[src/rtl/hsvrgb_pkg.sv]
// Shared types and constants for the HSV to packed RGB converter.
`default_nettype none
package hsvrgb_pkg;

  localparam int unsigned HueW = 17;
  localparam int unsigned ChanW = 8;
  localparam int unsigned PixW = 32;
  localparam int unsigned ShiftW = 5;
  localparam int unsigned BitsW = 4;
  localparam int unsigned CfgIdxW = 3;
  localparam int unsigned CfgDataW = 5;

  // one 60 degree sector in 1/256 degree steps
  localparam int unsigned SectorSpan = 60 * 256;
  localparam int unsigned FracW = 14;
  localparam int unsigned SdW = 22;
  // 256 * SectorSpan = 15 * 2**18
  localparam int unsigned RampFull = 256 * SectorSpan;
  localparam int unsigned RampShift = 18;
  localparam int unsigned QuotW = 12;
  // ceil(2**16 / 15), exact for quotients below 4681
  localparam int unsigned Recip15 = 4370;
  localparam int unsigned Recip15W = 13;

  localparam logic [2:0] SEC_RY = 3'd0;
  localparam logic [2:0] SEC_YG = 3'd1;
  localparam logic [2:0] SEC_GC = 3'd2;
  localparam logic [2:0] SEC_CB = 3'd3;
  localparam logic [2:0] SEC_BM = 3'd4;
  localparam logic [2:0] SEC_MR = 3'd5;

  localparam logic [CfgIdxW-1:0] REG_RED_SHIFT   = 3'd0;
  localparam logic [CfgIdxW-1:0] REG_RED_BITS    = 3'd1;
  localparam logic [CfgIdxW-1:0] REG_GREEN_SHIFT = 3'd2;
  localparam logic [CfgIdxW-1:0] REG_GREEN_BITS  = 3'd3;
  localparam logic [CfgIdxW-1:0] REG_BLUE_SHIFT  = 3'd4;
  localparam logic [CfgIdxW-1:0] REG_BLUE_BITS   = 3'd5;

  typedef struct packed {
    logic [ShiftW-1:0] shift;
    logic [BitsW-1:0]  bits;
  } chan_cfg_t;

endpackage
`default_nettype wire

[src/rtl/hsvrgb_pack_lane.sv]
// One channel of the pixel packer: mask to the kept length, shift into place.
`default_nettype none
module hsvrgb_pack_lane (
  input  logic [7:0]              level_i,
  input  hsvrgb_pkg::chan_cfg_t   cfg_i,
  output logic [31:0]             word_o
);
  import hsvrgb_pkg::*;

  logic [BitsW-1:0] keep;
  logic [ChanW-1:0] mask;

  always_comb begin
    keep = (cfg_i.bits > BitsW'(ChanW)) ? BitsW'(ChanW) : cfg_i.bits;
    mask = ~({ChanW{1'b1}} << keep);
    word_o = PixW'(level_i & mask) << cfg_i.shift;
  end

endmodule
`default_nettype wire

[src/rtl/hsv_to_packed_rgb_unit.sv]
// HSV to RGB converter with configurable packed pixel output, 5-stage pipeline.
//
//  channel   dir  beat contents (low bit first)
//  s_axis    in   tdata: hue[16:0], saturation[24:17], brightness[32:25], pad to 40
//  m_axis    out  tdata: pixel_word[31:0], red[39:32], green[47:40], blue[55:48]
//  cfg       in   cfg_we_i / cfg_idx_i / cfg_data_i, one register per write
//
// Five register stages: sector split, two products, ramp product, channel
// select, pack. One beat per cycle sustained while the output is empty or taken.
// The whole pipe advances together when the output register is empty or taken;
// s_axis_tready follows that condition.
// Reset clears valid bits and loads the default 8:8:8 layout at 16/8/0.
`default_nettype none
module hsv_to_packed_rgb_unit (
  input  logic                              clk_i,
  input  logic                              rst_ni,
  input  logic                              s_axis_tvalid,
  output logic                              s_axis_tready,
  input  logic [39:0]                       s_axis_tdata,  // hue, saturation, brightness
  output logic                              m_axis_tvalid,
  input  logic                              m_axis_tready,
  output logic [55:0]                       m_axis_tdata,  // pixel_word, red, green, blue
  input  logic                              cfg_we_i,
  input  logic [hsvrgb_pkg::CfgIdxW-1:0]    cfg_idx_i,
  input  logic [hsvrgb_pkg::CfgDataW-1:0]   cfg_data_i
);
  import hsvrgb_pkg::*;

  logic adv;

  // configuration
  chan_cfg_t red_cfg_q, grn_cfg_q, blu_cfg_q;

  always_ff @(posedge clk_i or negedge rst_ni) begin
    if (!rst_ni) begin
      red_cfg_q <= '{shift: ShiftW'(16), bits: BitsW'(8)};
      grn_cfg_q <= '{shift: ShiftW'(8), bits: BitsW'(8)};
      blu_cfg_q <= '{shift: ShiftW'(0), bits: BitsW'(8)};
    end else if (cfg_we_i) begin
      unique case (cfg_idx_i)
        REG_RED_SHIFT:   red_cfg_q.shift <= cfg_data_i;
        REG_RED_BITS:    red_cfg_q.bits  <= cfg_data_i[BitsW-1:0];
        REG_GREEN_SHIFT: grn_cfg_q.shift <= cfg_data_i;
        REG_GREEN_BITS:  grn_cfg_q.bits  <= cfg_data_i[BitsW-1:0];
        REG_BLUE_SHIFT:  blu_cfg_q.shift <= cfg_data_i;
        REG_BLUE_BITS:   blu_cfg_q.bits  <= cfg_data_i[BitsW-1:0];
        default: ;
      endcase
    end
  end

  // valid bits
  logic vld1_q, vld2_q, vld3_q, vld4_q, vld5_q;

  assign adv           = !vld5_q || m_axis_tready;
  assign s_axis_tready = adv;
  assign m_axis_tvalid = vld5_q;

  always_ff @(posedge clk_i or negedge rst_ni) begin
    if (!rst_ni) begin
      vld1_q <= 1'b0;
      vld2_q <= 1'b0;
      vld3_q <= 1'b0;
      vld4_q <= 1'b0;
      vld5_q <= 1'b0;
    end else if (adv) begin
      vld1_q <= s_axis_tvalid;
      vld2_q <= vld1_q;
      vld3_q <= vld2_q;
      vld4_q <= vld3_q;
      vld5_q <= vld4_q;
    end
  end

  // stage 1: sector and ramp distance
  logic [HueW-1:0]  hue;
  logic [ChanW-1:0] sat_in, bri_in;
  logic [2:0]       sec_d;
  logic             blk_d;
  logic [HueW-1:0]  base;
  logic [FracW-1:0] frac, dist_d;

  assign hue    = s_axis_tdata[16:0];
  assign sat_in = s_axis_tdata[24:17];
  assign bri_in = s_axis_tdata[32:25];

  always_comb begin
    blk_d = 1'b0;
    sec_d = SEC_RY;
    base  = '0;
    priority if (hue >= HueW'(6 * SectorSpan)) begin
      blk_d = 1'b1;
    end else if (hue >= HueW'(5 * SectorSpan)) begin
      sec_d = SEC_MR;
      base  = HueW'(5 * SectorSpan);
    end else if (hue >= HueW'(4 * SectorSpan)) begin
      sec_d = SEC_BM;
      base  = HueW'(4 * SectorSpan);
    end else if (hue >= HueW'(3 * SectorSpan)) begin
      sec_d = SEC_CB;
      base  = HueW'(3 * SectorSpan);
    end else if (hue >= HueW'(2 * SectorSpan)) begin
      sec_d = SEC_GC;
      base  = HueW'(2 * SectorSpan);
    end else if (hue >= HueW'(SectorSpan)) begin
      sec_d = SEC_YG;
      base  = HueW'(SectorSpan);
    end else begin
      sec_d = SEC_RY;
      base  = '0;
    end
    frac   = FracW'(hue - base);
    dist_d = sec_d[0] ? frac : FracW'(FracW'(SectorSpan) - frac);
  end

  logic [2:0]       sec1_q, sec2_q, sec3_q;
  logic             blk1_q, blk2_q, blk3_q, blk4_q;
  logic [FracW-1:0] dist1_q;
  logic [ChanW-1:0] sat1_q, bri1_q, bri2_q, bri3_q, p2_q, p3_q;
  logic [SdW-1:0]   sd2_q;
  logic [QuotW-1:0] q3_q;

  // stage 2: s*d and low channel
  logic [SdW-1:0]    sd_d;
  logic [16:0]       plow;
  // stage 3: ramp product
  logic [SdW-1:0]    ramp_t;
  logic [29:0]       ramp_prod;
  // stage 4: divide by 15 and channel select
  logic [23:0]       div_prod;
  logic [ChanW-1:0]  x_lvl;
  logic [ChanW-1:0]  r_d, g_d, b_d;
  logic [ChanW-1:0]  r4_q, g4_q, b4_q;

  always_comb begin
    sd_d      = SdW'(sat1_q) * SdW'(dist1_q);
    plow      = 17'(bri1_q) * 17'(9'd256 - 9'(sat1_q));
    ramp_t    = SdW'(RampFull) - sd2_q;
    ramp_prod = 30'(bri2_q) * 30'(ramp_t);
    div_prod  = 24'(q3_q) * 24'(Recip15W'(Recip15));
    x_lvl     = div_prod[23:16];
  end

  always_comb begin
    r_d = '0;
    g_d = '0;
    b_d = '0;
    unique case (sec3_q)
      SEC_RY: begin r_d = bri3_q; g_d = x_lvl;  b_d = p3_q;   end
      SEC_YG: begin r_d = x_lvl;  g_d = bri3_q; b_d = p3_q;   end
      SEC_GC: begin r_d = p3_q;   g_d = bri3_q; b_d = x_lvl;  end
      SEC_CB: begin r_d = p3_q;   g_d = x_lvl;  b_d = bri3_q; end
      SEC_BM: begin r_d = x_lvl;  g_d = p3_q;   b_d = bri3_q; end
      SEC_MR: begin r_d = bri3_q; g_d = p3_q;   b_d = x_lvl;  end
      default: ;
    endcase
    if (blk3_q) begin
      r_d = '0;
      g_d = '0;
      b_d = '0;
    end
  end

  // stage 5: pack
  logic [PixW-1:0] r_word, g_word, b_word;
  logic [PixW-1:0] pix5_q;
  logic [ChanW-1:0] r5_q, g5_q, b5_q;

  hsvrgb_pack_lane u_lane_r (.level_i(r4_q), .cfg_i(red_cfg_q), .word_o(r_word));
  hsvrgb_pack_lane u_lane_g (.level_i(g4_q), .cfg_i(grn_cfg_q), .word_o(g_word));
  hsvrgb_pack_lane u_lane_b (.level_i(b4_q), .cfg_i(blu_cfg_q), .word_o(b_word));

  always_ff @(posedge clk_i) begin
    if (adv) begin
      sec1_q  <= sec_d;
      blk1_q  <= blk_d;
      dist1_q <= dist_d;
      sat1_q  <= sat_in;
      bri1_q  <= bri_in;

      sec2_q  <= sec1_q;
      blk2_q  <= blk1_q;
      bri2_q  <= bri1_q;
      sd2_q   <= sd_d;
      p2_q    <= plow[15:8];

      sec3_q  <= sec2_q;
      blk3_q  <= blk2_q;
      bri3_q  <= bri2_q;
      p3_q    <= p2_q;
      q3_q    <= ramp_prod[RampShift +: QuotW];

      blk4_q  <= blk3_q;
      r4_q    <= r_d;
      g4_q    <= g_d;
      b4_q    <= b_d;

      pix5_q  <= r_word | g_word | b_word;
      r5_q    <= r4_q;
      g5_q    <= g4_q;
      b5_q    <= b4_q;
    end
  end

  assign m_axis_tdata = {b5_q, g5_q, r5_q, pix5_q};

`ifndef NO_ASSERTIONS
  a_low_le_value: assert property (@(posedge clk_i) disable iff (!rst_ni)
    vld3_q |-> (p3_q <= bri3_q))
    else $error("low channel exceeds value");

  a_black_hue: assert property (@(posedge clk_i) disable iff (!rst_ni)
    (adv && vld4_q && blk4_q) |=> (r5_q == '0 && g5_q == '0 && b5_q == '0))
    else $error("out-of-range hue gave nonzero channels");

  a_peak_is_value: assert property (@(posedge clk_i) disable iff (!rst_ni)
    (adv && vld3_q && !blk3_q) |=>
      (r4_q == $past(bri3_q) || g4_q == $past(bri3_q) || b4_q == $past(bri3_q)))
    else $error("no channel carries the value level");

  a_zero_pixel: assert property (@(posedge clk_i) disable iff (!rst_ni)
    (vld5_q && r5_q == '0 && g5_q == '0 && b5_q == '0) |-> (pix5_q == '0))
    else $error("black pixel packed nonzero");
`endif

endmodule
`default_nettype wire
[config.mk]
export PLATFORM = sky130hd
export DESIGN_NAME = hsv_to_packed_rgb_unit
export DESIGN_NICKNAME = d
export VERILOG_FILES = /design/src/rtl/hsvrgb_pkg.sv /design/src/rtl/hsvrgb_pack_lane.sv /design/src/rtl/hsv_to_packed_rgb_unit.sv
export SDC_FILE = /design/constraint.sdc
export NUM_CORES = 1
export LEC_CHECK = 0
export ABC_AREA = 1
export ABC_CLOCK_PERIOD_IN_PS = 5400
export CAP_MARGIN = 40
export CORE_ASPECT_RATIO = 1.75
export CORE_MARGIN = 8
export CORE_UTILIZATION = 54
export DETAILED_ROUTE_END_ITERATION = 16
export DONT_BUFFER_PORTS = 1
export PLACE_DENSITY = 0.69
export SLEW_MARGIN = 25
export SYNTH_ARGS = -nofsm -noshare
export SYNTH_HDL_FRONTEND = slang
export SYNTH_SLANG_ARGS = --single-unit
[constraint.sdc]
create_clock -name clk_i -period 5.4 [get_ports clk_i]
set_clock_uncertainty 0.15 [all_clocks]
set_input_delay 0 -clock clk_i [delete_from_list [all_inputs] [get_ports clk_i]]
set_output_delay 0 -clock clk_i [all_outputs]
set_load 0.005 [all_outputs]
==> impl_metrics.toml, run 1 <==
[clock_network]
cts-root-buf = "clkbuf_16"
cts_tree = "built"
cts.sinks = 220
cts_inserted_buffers = 24
cts.path.max_buffers = 3
clk_latency_ps = 560
htree_levels = 1
clk_pin_slew_ps = 60

[final_layout]
diodes = 0
final_cell_mix = "607 x nand2_1, 544 x inv_1, 317 x nand3_1"
area_growth_pct = 18.32
register_area_mm2 = 0.006452
final_nets = 3709
multi_input_area_mm2 = 0.01626
drive_above_1_share = 0.1473
nFillCells = 3698
design_area_mm2 = 0.02862
final_common_cell = "nand2_1"

[outcome]
status = "finished, final reports clean"

[grt]
grt_pass1_vias = 22474
gr-total-overflow = 0
grt_max_degree = 104
antenna_found_initial = 0
track_usage = 0.2867
grt_pass1_wl_mm = 116.7

[placed_design]
dpl.hpwl_mm = 60.61
pre_cts_ws_ps = -275.5
globalplace.congestion = 1.059
io_buffers = 0
place_area_mm2 = 0.02544

[die]
fp-row-count = 102
dieArea_mm2 = 0.05210
die-width_um = 176
start_util = 0.5463
io_pins = 111
core_mm2 = 0.04429
fp.dieH_um = 296

[drt]
drt_pre_antenna_iters = 9
routed-via-count = 21525
wl_per_cell_um = 19.78
ant_nets = 0
drt_iter0_markers = 1419
wirelength_mm = 75.51
via_per_inst = 5.639
drc = 0

[timing]
setup_viol = 0
finalCritPeriodShare = 0.9965
finalHoldViolations = 0
rsz0062_at_grt = "true"
slew_headroom = 0.4197
worst_pin_slew_ps = 861.4
clock.fmax_ghz = 0.1858
drv_slew = 0
setup_ws_ps = 18.86
layout_min_cycle_time_ps = 5381

[logic_synthesis]
yosys.area.top_type_share = 0.2334
synthArstFlopShare = 0.1455
netlist_top_cells_area = "edfxtp_1 23%, fa_1 20%, nand2_1 10%"
ys_seq_elements = 220
yosysWarningCount = 0
ys_seq_area_frac = 0.2667
syn_area_mm2 = 0.02419
avgSynthCellArea_um2 = 7.963
yosys.cell_types.count = 59
netlist_instances = 3038
synth_top_area_cell = "edfxtp_1"
synth_ff_type = "edfxtp_1"
synth_edf_count = 188
synthesis.nets = 3520

[setup_path]
cp_max_fo = 5
crit_required_ps = 5560
crit_type = "reg2reg"
crit_arrival_ps = 5540
start_kind = "flip-flop"
cp-end-kind = "flip-flop"

[job]
maxCapViolCount = 0

[worst_hold_path]
min_path_type = "in2reg"
-- flip-flops by register name, indices dropped and copies added (netlist names), 9 cells and up --
signal	flops
pix5_q	32
sd2_q	22
dist1_q	14
q3_q	12
blu_cfg_q	9
grn_cfg_q	9
red_cfg_q	9
-- stage by stage --
| stage | hold WS, ps | util | instances | TNS [ps] |
|---|---|---|---|---|
| after floorplan | -445.6 | - | 3038 | 0 |
| after global placement | -444.5 | 0.5745 | 3640 | -1528 |
| after detailed placement | -444.1 | 0.5745 | 3640 | -2416 |
| after CTS | 8.350 | 0.6263 | 3793 | -26.87 |
| after global routing | 165.9 | 0.6464 | 3817 | -1833 |
| final | 53.85 | 0.6464 | 3817 | 0 |
-- path summary, 6_finish.rpt --
check                                  from      endpoint  slack [ps]  depth (start not counted)
max                                sd2_q[0]       q3_q[2]          20                         23
min in group asynchronous            rst_ni  blu_cfg_q[8]         390                          4
min                        s_axis_tdata[10]     sec1_q[0]          50                          6
min reg2reg                       sec2_q[1]     sec3_q[1]         270                          0
max reg2reg                        sd2_q[0]       q3_q[2]          20                         23
max in group asynchronous            rst_ni  grn_cfg_q[3]        4460                          4
-- worst max-delay path: stages (launching register included) --
cell	delay (ps)
edfxtp_1	410
buf_6	150
nor3_4	180
nand2_2	100
nor2_4	150
nand3_2	130
nor2_4	120
xor2_2	210
buf_6	150
nor2_1	60
fa_2	600
fa_2	440
fa_1	490
inv_1	50
fa_1	520
inv_1	60
ha_4	240
nand2_1	90
inv_1	70
a21boi_2	180
nor2_1	80
nor2_2	150
nand3_2	140
xor2_2	200
-- cells by family after synthesis --
| logic type | after synthesis | share of synthesized area |
|---|---|---|
| AND/OR/NAND/NOR | 1395 | 0.2491 |
| buffers and inverters | 673 | 0.1061 |
| adder cells (fa/ha/maj) | 429 | 0.2964 |
| AO/OA/AOI/OAI | 267 | 0.06041 |
| flip-flops | 220 | 0.2667 |
| XOR/XNOR | 51 | 0.01986 |
| multiplexers | 3 | 0.001396 |
-- cell usage after synthesis, types with 6 or more instances --
| cell type | n |
|---|---|
| nand3_1 | 326 |
| a21oi_1 | 117 |
| clkbuf_1 | 57 |
| fa_1 | 240 |
| buf_1 | 12 |
| nand2_2 | 11 |
| a31oi_1 | 6 |
| o21ai_1 | 9 |
| buf_2 | 8 |
| nand4_1 | 36 |
| a22oi_1 | 8 |
| nor2_1 | 297 |
| inv_1 | 574 |
| o21ai_0 | 95 |
| inv_2 | 8 |
| dfrtp_1 | 27 |
| edfxtp_1 | 188 |
| nor2_2 | 7 |
| clkinv_1 | 6 |
| a21o_1 | 7 |
| xor2_1 | 32 |
| nor4_1 | 10 |
| nand2_1 | 656 |
| nor3_1 | 18 |
| xnor2_1 | 16 |
| o21bai_1 | 7 |
| nand3b_1 | 7 |
| ha_1 | 189 |
-- timing repair --
item,4_1_cts,5_1_grt
gates cloned,0,0
resized for setup,100,193
pin swaps,47,121
buffers inserted,22,22
hold endpoints to repair,122,0
hold buffers,87,0
endpoints found under the setup margin,17,20
-- final cells by class --
cell class,instances,share of cell area
Timing Repair Buffer,248,0.07597
Tap cell,572,0.02500
Multi-Input combinational cell,2145,0.5682
Inverter,588,0.07728
Clock inverter,18,0.006907
Sequential cell,220,0.2254
Clock buffer,26,0.02124
-- routing by layer --
metal,global-route usage,wire (um)
met1,0.2632,24120
met2,0.5620,41540
met3,0.02995,3078
met4,0.2220,6765
met5,0,0
Power of run 1 is left out: the tool's default activity adds up to more than one toggle a clock period on the data nets, which glitch-free logic cannot reach.
==> run 2: changes to the inputs <==
--- a/config.mk
+++ b/config.mk
@@ -11,8 +11,8 @@
 export CORE_ASPECT_RATIO = 1.75
 export CORE_MARGIN = 8
-export CORE_UTILIZATION = 54
+export CORE_UTILIZATION = 60
 export DETAILED_ROUTE_END_ITERATION = 16
 export DONT_BUFFER_PORTS = 1
-export PLACE_DENSITY = 0.69
+export PLACE_DENSITY = 0.76
 export SLEW_MARGIN = 25
 export SYNTH_ARGS = -nofsm -noshare
--- a/constraint.sdc
+++ b/constraint.sdc
@@ -3,3 +3,3 @@
 set_input_delay 0 -clock clk_i [delete_from_list [all_inputs] [get_ports clk_i]]
 set_output_delay 0 -clock clk_i [all_outputs]
-set_load 0.005 [all_outputs]
+set_load 0.05 [all_outputs]
==> run 2 against run 1 <==
Compared with the run above: non-clock buffer count is 7 higher; the run now ends with setup timing left; first-iteration DRC count is 5.8% higher; critical path type unchanged; clock-buffer cell count stayed put; global-route usage is 3.7 points higher; largest cell class unchanged; sequential cell count stayed put; critical endpoint unchanged; worst hold slack worse by 35 ps; cell count is 1.9% lower; register-to-register slack worse by 130 ps; highest routed layer unchanged.
==> impl_metrics.toml, run 2 (synthesis gave the netlist of run 1 again) <==
[setup_path]
cp-end-kind = "flip-flop"
cp_max_fo = 4
crit_arrival_ps = 5650
crit_required_ps = 5540
crit_type = "reg2reg"
start_kind = "flip-flop"

[worst_hold_path]
min_path_type = "in2reg"

[timing]
clock.fmax_ghz = 0.1815
layout_min_cycle_time_ps = 5509
hold-worst-slack_ps = 18.51
setup_ws_ps = -108.6
drv_slew = 0
finalCritPeriodShare = 1.020
worst_pin_slew_ps = 807.6
finalHoldViolations = 0
slew_headroom = 0.4616
rsz0062_at_grt = "true"
setup_viol = 10

[final_layout]
final_nets = 3715
largest_reg_flops = 32
utilization = 0.7130
final_common_cell = "nand2_1"
regMostFlops = "pix5_q"
reg_top3 = "pix5_q: 32 flops, sd2_q: 22 flops, dist1_q: 14 flops"
final_cell_mix = "610 x nand2_1, 544 x inv_1, 315 x nand3_1"
drive_above_1_share = 0.1453
area_growth_pct = 17.68
design_area_mm2 = 0.02847
stdcell_count = 3744
diodes = 0

[clock_network]
cts_inserted_buffers = 23
clk_latency_ps = 550
cts-root-buf = "clkbuf_16"
cts.path.max_buffers = 3
htree_levels = 1
cts_tree = "built"
clk_pin_slew_ps = 60
cts.sinks = 220

[drt]
drt_iter0_markers = 1501
wirelength_mm = 77.79
via_per_inst = 5.846
routed-via-count = 21889
ant_nets = 0
wl_per_cell_um = 20.78
drc = 0
drt_pre_antenna_iters = 8

[job]
maxCapViolCount = 0

[outcome]
violations = "setup timing"
status = "complete, but fails checks"

[grt]
grt_pass1_vias = 22693
track_usage = 0.3234
antenna_found_initial = 0
gr-total-overflow = 0
grt_pass1_wl_mm = 118.3
grt_max_degree = 107

[placed_design]
dp.cells = 3577
globalplace.congestion = 1.042
io_buffers = 0
dpl.hpwl_mm = 59.80
place_area_mm2 = 0.02547

[die]
fp.dieH_um = 281.6
start_util = 0.6059
core_mm2 = 0.03993
dieArea_mm2 = 0.04725
fp-row-count = 97
io_pins = 111
die-width_um = 167.8
==> run 2: changes by cell type in the layout (fill, tap and decap cells not counted), moves of 5 or more <==
cell           change
buf_4              +9
nor2_4             -7
fa_2               -7
nand2_4            -6
dlygate4sd3_1      -5
nor2_2            +10
fa_1               +7
==> run 2: routing by layer <==
metal	wire length, um	global-route usage
met1	24820	0.3011
met2	41660	0.6233
met3	4077	0.04121
met4	7233	0.2553
met5	0	0
==> run 2: cell type report <==
type | instances | area (um2)
clock buffers | 26 | 606.8
clock inverters | 15 | 166.4
fillers | 2994 | 11460
inverters | 588 | 2212
multi-input cells | 2145 | 16180
flip-flops and latches | 220 | 6452
well taps | 495 | 619.3
repair buffers | 255 | 2230
==> run 2: path summary, 6_finish.rpt <==
| path | start | to | slack (ps) | cells after the start |
|---|---|---|---|---|
| worst max-delay path | sd2_q[0] | q3_q[2] | -110 | 24 |
| worst min-delay path | s_axis_tvalid | vld1_q | 20 | 2 |
| worst max register to register | sd2_q[0] | q3_q[2] | -110 | 24 |
| worst min register to register | sec2_q[2] | sec3_q[2] | 270 | 0 |
| max in group asynchronous | rst_ni | vld1_q | 4430 | 4 |
| min in group asynchronous | rst_ni | grn_cfg_q[3] | 490 | 3 |
==> run 2: what timing repair did <==
action                     CTS  global route
hold buffers                82             0
buffers inserted             9            35
hold endpoints to repair    94             0
gates resized for setup     84           187
setup endpoints to repair   12            19
pin swaps                   19           118
==> run 2: per-stage QoR <==
step | setup slack [ps] | setup TNS (ps)
2_1_floorplan | 110.0 | 0
3_3_place_gp | -139.9 | -557.0
3_5_place_dp | -317.8 | -2071
5_1_grt | -330.4 | -2777
6_report | -108.6 | -712.9
4_1_cts | -13.30 | -24.91
==> run 2: critical path, cell delays in order (launching register included) <==
cell      delay (ps)
edfxtp_1         430
buf_6            150
nor3_4           180
nand2_2          100
nor2_4           190
nand2_4           90
nor2_8           180
buf_12           130
xor2_4           190
buf_6            130
nor2_2            40
fa_1             490
fa_1             510
fa_1             510
inv_2             40
fa_1             540
inv_2             50
ha_4             230
a21oi_2          150
a21boi_4         220
nor2_2            60
nor2_2           130
buf_4            120
nand3_2           60
xor2_1           170
Power of run 2 is left out for the same reason.
==> run 3: changes to the inputs <==
==> constraint.sdc (replaced) <==
create_clock -name clk_i -period 5.4 [get_ports clk_i]
set_clock_uncertainty 0.15 [all_clocks]
set_input_delay 0.54 -clock clk_i [delete_from_list [all_inputs] [get_ports clk_i]]
set_output_delay 0.54 -clock clk_i [all_outputs]
set_load 0.05 [all_outputs]
==> run 3 against run 2 <==
Compared with the run above: the flow still finishes with violations (setup timing); non-clock buffer count decreased by 79; critical path depth did not move; global-route usage down 1.1 points; critical path type unchanged; critical endpoint is now q3_q[8].
==> impl_metrics.toml, run 3 (synthesis gave the netlist of run 1 again) <==
[outcome]
status = "complete, but fails checks"
violations = "setup timing"

[placed_design]
globalplace.congestion = 1.045
pre_cts_ws_ps = -367.8
io_buffers = 0
dpl.hpwl_mm = 60.17
place_area_mm2 = 0.02561

[final_layout]
diodes = 0
area_growth_pct = 12.76
reg_top3 = "pix5_q: 32 flops, sd2_q: 22 flops, dist1_q: 14 flops"
drive_above_1_share = 0.1150
design_area_mm2 = 0.02728
final_cell_mix = "635 x nand2_1, 568 x inv_1, 321 x nand3_1"
largest_reg_flops = 32
regMostFlops = "pix5_q"
final_nets = 3637
final_common_cell = "nand2_1"

[setup_path]
startpoint = "sd2_q[1]"
cp_max_fo = 5
r2r-start = "sd2_q[1]"
r2r_setup_slack_ps = -130
cp_slowest_stage_delay_ps = 540
r2r_cells = 24
crit_type = "reg2reg"
endpoint = "q3_q[8]"
slowest_stage = "fa_1"
crit_required_ps = 5560
start_kind = "flip-flop"
crit_arrival_ps = 5690
critical_path_buf_inv_count = 5
cp.depth = 24
cp-end-kind = "flip-flop"
cp_cell_sequence = "buf_4 > nor3_4 > nand2_2 > nor2_4 > buf_6 > nand2_4 > nor2_8 > xor2_4 > buf_4 > nor2_1 > fa_1 > fa_1 > fa_1 > inv_1 > fa_1 > inv_1 > ha_1 > nand2_1 > o21ai_0 > o21bai_4 > a21oi_2 > nand2_1 > nand2_1 > nand2_1"
cpLargestDelayFamily = "adder cells"
r2r-end = "q3_q[8]"

[clock_network]
htree_levels = 1
cts.path.max_buffers = 3
cts-root-buf = "clkbuf_16"
clk_latency_ps = 560
cts.sinks = 220
cts_tree = "built"
clk_pin_slew_ps = 60
cts_inserted_buffers = 24

[timing]
finalCritPeriodShare = 1.024
worst_pin_slew_ps = 811.6
setup_viol = 11
setup_ws_ps = -130.1
fin_tns_setup_ps = -787.0
finalHoldViolations = 0
layout_min_cycle_time_ps = 5530
drv_slew = 0
clock.fmax_ghz = 0.1808
rsz0062_at_grt = "true"
slew_headroom = 0.4589

[drt]
routed-via-count = 21117
ant_nets = 0
drt_pre_antenna_iters = 7
via_per_inst = 5.757
wirelength_mm = 73.92
drt_iter0_markers = 1520
drc = 0
wl_per_cell_um = 20.15

[grt]
grt_max_degree = 117
track_usage = 0.3122
antenna_found_initial = 0
grt_pass1_wl_mm = 114.6
gr-total-overflow = 0
grt_pass1_vias = 22242

[die]
io_pins = 111
fp.dieH_um = 281.6
fp-row-count = 97
core_mm2 = 0.03993
dieArea_mm2 = 0.04725
die-width_um = 167.8
start_util = 0.6059

[worst_hold_path]
min_path_type = "in2reg"

[job]
maxCapViolCount = 0
[run 3: what timing repair did]
item                                    4_1_cts  5_1_grt
hold buffers                                 20        0
pin swaps                                    18       15
gates resized for setup                      90       50
setup buffers                                 4        3
hold endpoints to repair                     50        0
endpoints found under the setup margin       13       19
[run 3: final cells by class]
type,count,area [um2]
clock inverter,16,202.7
tap,495,619.3
timing repair buffer,176,1413
multi-input combinational,2145,15750
sequential,220,6452
clock buffer,28,636.9
fill,3242,12650
inverter,588,2207
[run 3: metal layers]
layer | up-vias | part of all wire | GRT usage
met4 | 0 | 0.094 | 0.2539
met2 | 798 | 0.54 | 0.6062
met1 | 10141 | 0.31 | 0.2844
met3 | 312 | 0.051 | 0.03910
met5 | - | 0 | 0
li1 | 9866 | - | -
[run 3: stage by stage]
step	cells	hold slack (ps)	utilization
floorplan	3038	94.41	-
global placement	3596	95.36	0.6409
detailed placement	3597	95.39	0.6413
CTS	3665	11.10	0.6767
global route	3668	37.72	0.6832
finish	3668	30.65	0.6832
[run 3: worst min path at each step]
stage	startpoint	to	slack (ps)	cells past startpoint
2_1_floorplan	rst_ni	blu_cfg_q[0]	90	0
3_3_place_gp	rst_ni	m_axis_tvalid	100	0
3_5_place_dp	rst_ni	m_axis_tvalid	100	0
4_1_cts	s_axis_tdata[4]	dist1_q[4]	10	2
5_1_grt	s_axis_tdata[4]	dist1_q[4]	40	2
6_report	s_axis_tdata[4]	dist1_q[4]	30	2
Power of run 3 is left out for the same reason.
